### config.mk
export PLATFORM = sky130hd
export DESIGN_NAME = pab_controller
export DESIGN_NICKNAME = d
export VERILOG_FILES = /design/src/hdl/pab_pkg.sv /design/src/hdl/pab_controller.sv
export SDC_FILE = /design/constraint.sdc
export NUM_CORES = 1
export LEC_CHECK = 0
export BUFFER_PORTS_ARGS = -buffer_cell sky130_fd_sc_hd__buf_2
export CORE_AREA = 2 2 39 41
export DETAILED_ROUTE_END_ITERATION = 8
export DIE_AREA = 0 0 41 43
export SLEW_MARGIN = 20
export SYNTH_ARGS = -nofsm -noshare
export SYNTH_HDL_FRONTEND = slang
export SYNTH_SLANG_ARGS = --single-unit
### constraint.sdc
create_clock -name clk -period 1.03 [get_ports clk]
set_input_delay 0.0515 -clock clk [delete_from_list [all_inputs] [get_ports clk]]
set_output_delay 0.0515 -clock clk [all_outputs]
set_load 0.1 [all_outputs]
### src/hdl/pab_pkg.sv
// Shared types, constants and word-search helpers for the page allocation bitmap.
`default_nettype none

package pab_pkg;

	localparam int MAX_PAGES_DEF = 4096;
	localparam int WORD_BITS     = 64;
	localparam int WORD_SEL      = 6;
	localparam int OP_W          = 2;
	localparam int PAGE_W        = 12;
	localparam int ST_W          = 2;

	typedef enum logic [OP_W-1:0] {
		OP_ALLOC    = 2'd0,
		OP_DISPOSE  = 2'd1,
		OP_NEXT     = 2'd2,
		OP_VALIDATE = 2'd3
	} op_t;

	typedef enum logic [ST_W-1:0] {
		ST_OK      = 2'd0,
		ST_INVALID = 2'd1,
		ST_FULL    = 2'd2,
		ST_EOF     = 2'd3
	} status_t;

	// Commands from the controller to the datapath
	typedef struct packed {
		logic load_req;
		logic decide;
		logic scan;
		logic tread;
		logic tcheck;
		logic load_out;
	} cmd_t;

	// Status from the datapath to the controller
	typedef struct packed {
		op_t  op;
		logic range_bad;
		logic next_empty;
		logic pif_zero;
		logic scan_hit;
		logic scan_end;
		logic map_full;
	} stat_t;

	// Isolate the lowest set bit of a map word
	function automatic logic [WORD_BITS-1:0] lowest_one(input logic [WORD_BITS-1:0] x);
		return x & (~x + WORD_BITS'(1));
	endfunction

	// Encode a one-hot map word into its bit position
	function automatic logic [WORD_SEL-1:0] onehot_index(input logic [WORD_BITS-1:0] x);
		logic [WORD_SEL-1:0] idx;
		idx = '0;
		for (int i = 0; i < WORD_BITS; i++) begin
			if (x[i]) begin
				idx = idx | WORD_SEL'(i);
			end
		end
		return idx;
	endfunction

endpackage

`default_nettype wire

### src/hdl/pab_controller.sv
// Controller: sequences one request through decide, word scan, page check and result.
`default_nettype none

module pab_controller (
	input  wire logic           clk,
	input  wire logic           arst_n,
	input  wire logic           in_valid,
	output logic                in_stall,
	output logic                out_valid,
	input  wire logic           out_stall,
	input  wire pab_pkg::stat_t stat,
	output pab_pkg::cmd_t       cmd
);

	typedef enum logic [2:0] {
		S_IDLE,
		S_DECIDE,
		S_SCAN,
		S_TREAD,
		S_TCHECK,
		S_FINISH
	} state_t;

	state_t state_q;
	logic   out_valid_q;
	logic   slot_free;

	// Result slot is free when empty or being taken
	assign slot_free = !out_valid_q || !out_stall;

	// Decode commands from the current state
	always_comb begin
		cmd.load_req = (state_q == S_IDLE) && in_valid;
		cmd.decide   = (state_q == S_DECIDE);
		cmd.scan     = (state_q == S_SCAN);
		cmd.tread    = (state_q == S_TREAD);
		cmd.tcheck   = (state_q == S_TCHECK);
		cmd.load_out = (state_q == S_FINISH) && slot_free;
	end

	assign in_stall  = (state_q != S_IDLE);
	assign out_valid = out_valid_q;

	// Advance the sequence and hold the result valid flag
	always_ff @(posedge clk or negedge arst_n) begin
		if (!arst_n) begin
			state_q     <= S_IDLE;
			out_valid_q <= 1'b0;
		end else begin
			if (cmd.load_out) begin
				out_valid_q <= 1'b1;
			end else if (!out_stall) begin
				out_valid_q <= 1'b0;
			end
			unique case (state_q)
				S_IDLE: begin
					if (in_valid) begin
						state_q <= S_DECIDE;
					end
				end
				S_DECIDE: begin
					unique case (stat.op) inside
						pab_pkg::OP_ALLOC: begin
							state_q <= stat.pif_zero ? S_TREAD : S_SCAN;
						end
						pab_pkg::OP_NEXT: begin
							state_q <= stat.next_empty ? S_FINISH : S_SCAN;
						end
						pab_pkg::OP_DISPOSE, pab_pkg::OP_VALIDATE: begin
							state_q <= stat.range_bad ? S_FINISH : S_TREAD;
						end
					endcase
				end
				S_SCAN: begin
					if (stat.scan_hit) begin
						state_q <= S_FINISH;
					end else if (stat.scan_end) begin
						state_q <= ((stat.op == pab_pkg::OP_ALLOC) && !stat.map_full)
							? S_TREAD : S_FINISH;
					end
				end
				S_TREAD: begin
					state_q <= S_TCHECK;
				end
				S_TCHECK: begin
					state_q <= S_FINISH;
				end
				S_FINISH: begin
					if (slot_free) begin
						state_q <= S_IDLE;
					end
				end
			endcase
		end
	end

endmodule

`default_nettype wire

## Word-level counts from Yosys, hierarchy flattened

Cells that the tools add are included.

- RAM bits: 0
- Bits in latches: 0
- Input bits: 12
- ROM bits: 0
- Word-level logic and storage cells: 38
- Memories: 0
- Bits in registers: 4

- Shift operators: 0
- Multiplexer cells: 12
- Bitwise operators: 0
- Order comparisons: 0
- Divide/modulo/power cells: 0
- Reductions and logical operators: 12
- Multiply operators: 0
- Eq/ne operators: 12
- $add $sub $neg: 0

Operators with widths:

| kind | number |
|---|---|
| two-way mux 3 bit | 7 |
| case mux 3 bit (6 select lines) | 1 |
| case mux 3 bit (3 select lines) | 1 |
| equality test 3 x 2 -> 1 bit (second input constant) | 2 |
| equality test 3 bit (second input constant) | 2 |
| equality test 2 bit (second input constant) | 2 |
| != test 2 bit (second input constant) | 2 |
| equality test 3 x 1 -> 1 bit (second input constant) | 1 |
| logical AND 1 bit | 3 |
| logical NOT 1 bit | 3 |
| logical NOT 3 bit | 1 |
| two-way mux 1 bit | 3 |
| != test 3 bit (second input constant) | 1 |
| AND reduction 3 bit | 1 |
| nonzero test 3 bit | 1 |
| equality test 2 x 1 -> 1 bit (second input constant) | 1 |
| logical NOT 2 bit | 1 |
| != test 2 x 1 -> 1 bit (second input constant) | 1 |
| OR reduction 2 bit | 1 |
| logical OR 1 bit | 1 |

## Logic depth before layout (Yosys ltp)

- Word-level depth: 6
- Mapped depth: 4
- Mapped depth without buffers: 3

## Least setup slack after synthesis

OpenSTA, ideal clock, no wires.

- Path type: register -> output
- Start: reg state_q[2]
- End: out cmd[5] (netlist name)
- Data arrival time: 2,996 ps
- Data required time: 978 ps
- Cell stages (with the launch flop): 5
- Path slack: -2,018 ps
- Path through: dfrtp_1 -> buf_2 -> inv_1 -> nand3_1 -> nor2_1

RTL lines:

| element | line | RTL |
|---|---|---|
| start, declared | pab_controller.sv:24 | `state_t state_q;` |
| start signal, assigned | pab_controller.sv:64 | `state_q <= stat.pif_zero ? S_TREAD : S_SCAN;` |
| start signal, assigned | pab_controller.sv:67 | `state_q <= stat.next_empty ? S_FINISH : S_SCAN;` |
| start signal, assigned | pab_controller.sv:70 | `state_q <= stat.range_bad ? S_FINISH : S_TREAD;` |
| end, declared | pab_controller.sv:12 | `output pab_pkg::cmd_t cmd` |

==> results.yml <==
route:
  drc: 0
  drtPass1Iterations: 3
  vias: 429
  first_iter_violations: 5
  routed_wl_mm: 1.08
  via_per_inst: 4.56
  post_drt_wl_per_cell_um: 11.5
  drtAntennaViolNets: 0
synthesis:
  synth_area_leaders: "dfrtp_1, nor4_4, inv_1"
  avgSynthCellArea_um2: 7.92
  yosys_register_bits: 4
  yosysSeqAreaShare_pct: 32.4
  ys_top_cells_by_count: "inv_1, dfrtp_1, nand2_1, nor2_1, nor3_1"
  syn_inst: 39
  synthesis.area_um2: 309
  synth.most_common_cell: "inv_1"
  synth_nets: 51
  synthArstFlopShare_pct: 100
  ys_types: 20
  yosysTopAreaCell: "dfrtp_1"
  yosysTopAreaCellShare_pct: 32.4
  ys.flop_type: "dfrtp_1"
  synth-edff-count: 0
  synth_warnings: 0
global_route:
  grt_pass1_wl_mm: 1.84
  grt_pass1_vias: 447
  grtUsageTotal_pct: 15.9
  grt_max_degree: 7
  grt_overflow: 0
  antenna_found_initial: 0
clock_network:
  clock_sinks: 4
  cts.clk_slew.worst_paths_ns: 0.04
  cts_buffers: 3
  root_buffer: "clkbuf_4"
  cts_buffer_depth: 2
  cts_htree_levels: 1
  insertion_delay_ns: 0.24
  cts_tree: "yes"
worst_setup_path:
  worstPathMaxFanout: 5
  crit_required_ns: 0.98
  startpoint_type: "flop"
  cp-end-kind: "output port"
  timing.rr.start: "state_q[1]"
  critical_path.startpoint: "state_q[1]"
  worstPathCellList: "clkinvlp_4 -> buf_6 -> nor3_4 -> buf_12"
  crit_path_top_delay_cell: "dfrtp_2"
  max_stage_delay_ns: 0.42
  arrival_ns: 1.29
  crit_type: "flop to output port"
die:
  start_util_pct: 22.3
  core_mm2: 0.00138
  dieArea_mm2: 0.00176
  io_pins: 20
  die_w_um: 41
  rows: 14
  die_h_um: 43
sta:
  fin_worst_skew_ns: 0.000108
  fmax_mhz: 744
  worst_slew_pin_slew_ns: 0.331
  post-route-min-period_ns: 1.34
  slew-limit-headroom_pct: 77.8
  tns_ns: -2.36
  final_hold_viol_count: 0
  setup_ws_ns: -0.313
  setup_viol: 11
  period_share_pct: 130
  slew_violations: 0
  grt_setup_unrepaired: "yes"
placement:
  portBuffers: 19
  pre_cts_ws_ns: -0.181
  gp_congestion: 0.756
  place_hpwl_um: 829
  dpl.cell_count: 84
layout:
  final_cells: 94
  fin_nets: 92
  diodes: 0
  drive_gt1_share_pct: 76.9
  final_core_util_pct: 60.6
  area_delta_synth_final_pct: 171
job:
  drv_cap: 0
worst_hold_path:
  min_from: "out_stall"
  hold_class: "input port to flop"
status:
  failed_checks: "setup timing"
  status: "finished, violations left"
## path summary, 6_finish.rpt
path,end,slack [ns],cells after the start
max,cmd[2],-0.31,4
min,out_valid,0.07,3
max reg2reg,state_q[2],-0.21,4
min reg2reg,out_valid,0.59,2
max in group asynchronous,out_valid,0.75,2
min in group asynchronous,out_valid,0.15,2
## layout make-up
class	instances	area (um^2)
tap	16	20.0
multi-input combinational	27	274
inverter	6	35.0
clock buffer	3	22.5
fill	116	546
timing repair buffer	38	379
sequential	4	108
## layer usage
| layer | vias up | global-route usage (%) | part of all wire, % |
|---|---|---|---|
| met4 | 0 | 16.0 | 3.2 |
| met5 | - | 0 | 0 |
| met2 | 15 | 25.0 | 58 |
| li1 | 218 | - | - |
| met3 | 4 | 0 | 3.0 |
| met1 | 192 | 17.6 | 36 |
## state kept, by name (all words and copies together) (netlist names)
name,count
state_q,3
out_valid,1
## kinds of logic after synthesis
kind of cell,synth area share [%]
AND/OR/NAND/NOR,30.8
flip-flops,32.4
buffers and inverters,10.5
AO/OA/AOI/OAI,26.3
## cells in the final DEF, fill, tap and decap left out, drive strengths merged
cell type / n
buf: 37
dfrtp: 4
nand3: 2
a2111oi: 1
nor3: 3
nand2b: 2
clkinvlp: 2
a21oi: 1
nor2b: 1
o2111ai: 1
a31oi: 1
o31ai: 1
inv: 4
nand2: 4
o21ai: 1
a311o: 1
nor2: 4
dlygate4sd3: 1
clkbuf: 3
o31a: 1
a211oi: 2
nor4: 1
## through the flow
stage | hold slack [ns] | area (um^2)
floorplan | -0.244 | 394
global placement | -0.141 | 703
detailed placement | -0.139 | 703
CTS | 0.0758 | 818
global route | 0.108 | 838
finish | 0.0748 | 838
## critical path: cells and delay by family (launching register included)
kind | cells | cell delay, ns
buffers and inverters | 3 | 0.49
DFF | 1 | 0.42
and+or+nand+nor | 1 | 0.15
## timing repair
action / CTS / global route
hold buffers: 1 / 0
endpoints found under the setup margin: 10 / 11
endpoints found under the hold margin: 4 / 0
gates cloned: 0 / 0
resized for setup: 11 / 2
pin swaps: 4 / 1
setup buffers: 5 / 1
Power is left out: the tool's default activity adds up to more than one toggle a clock period on the data nets, which glitch-free logic cannot reach.
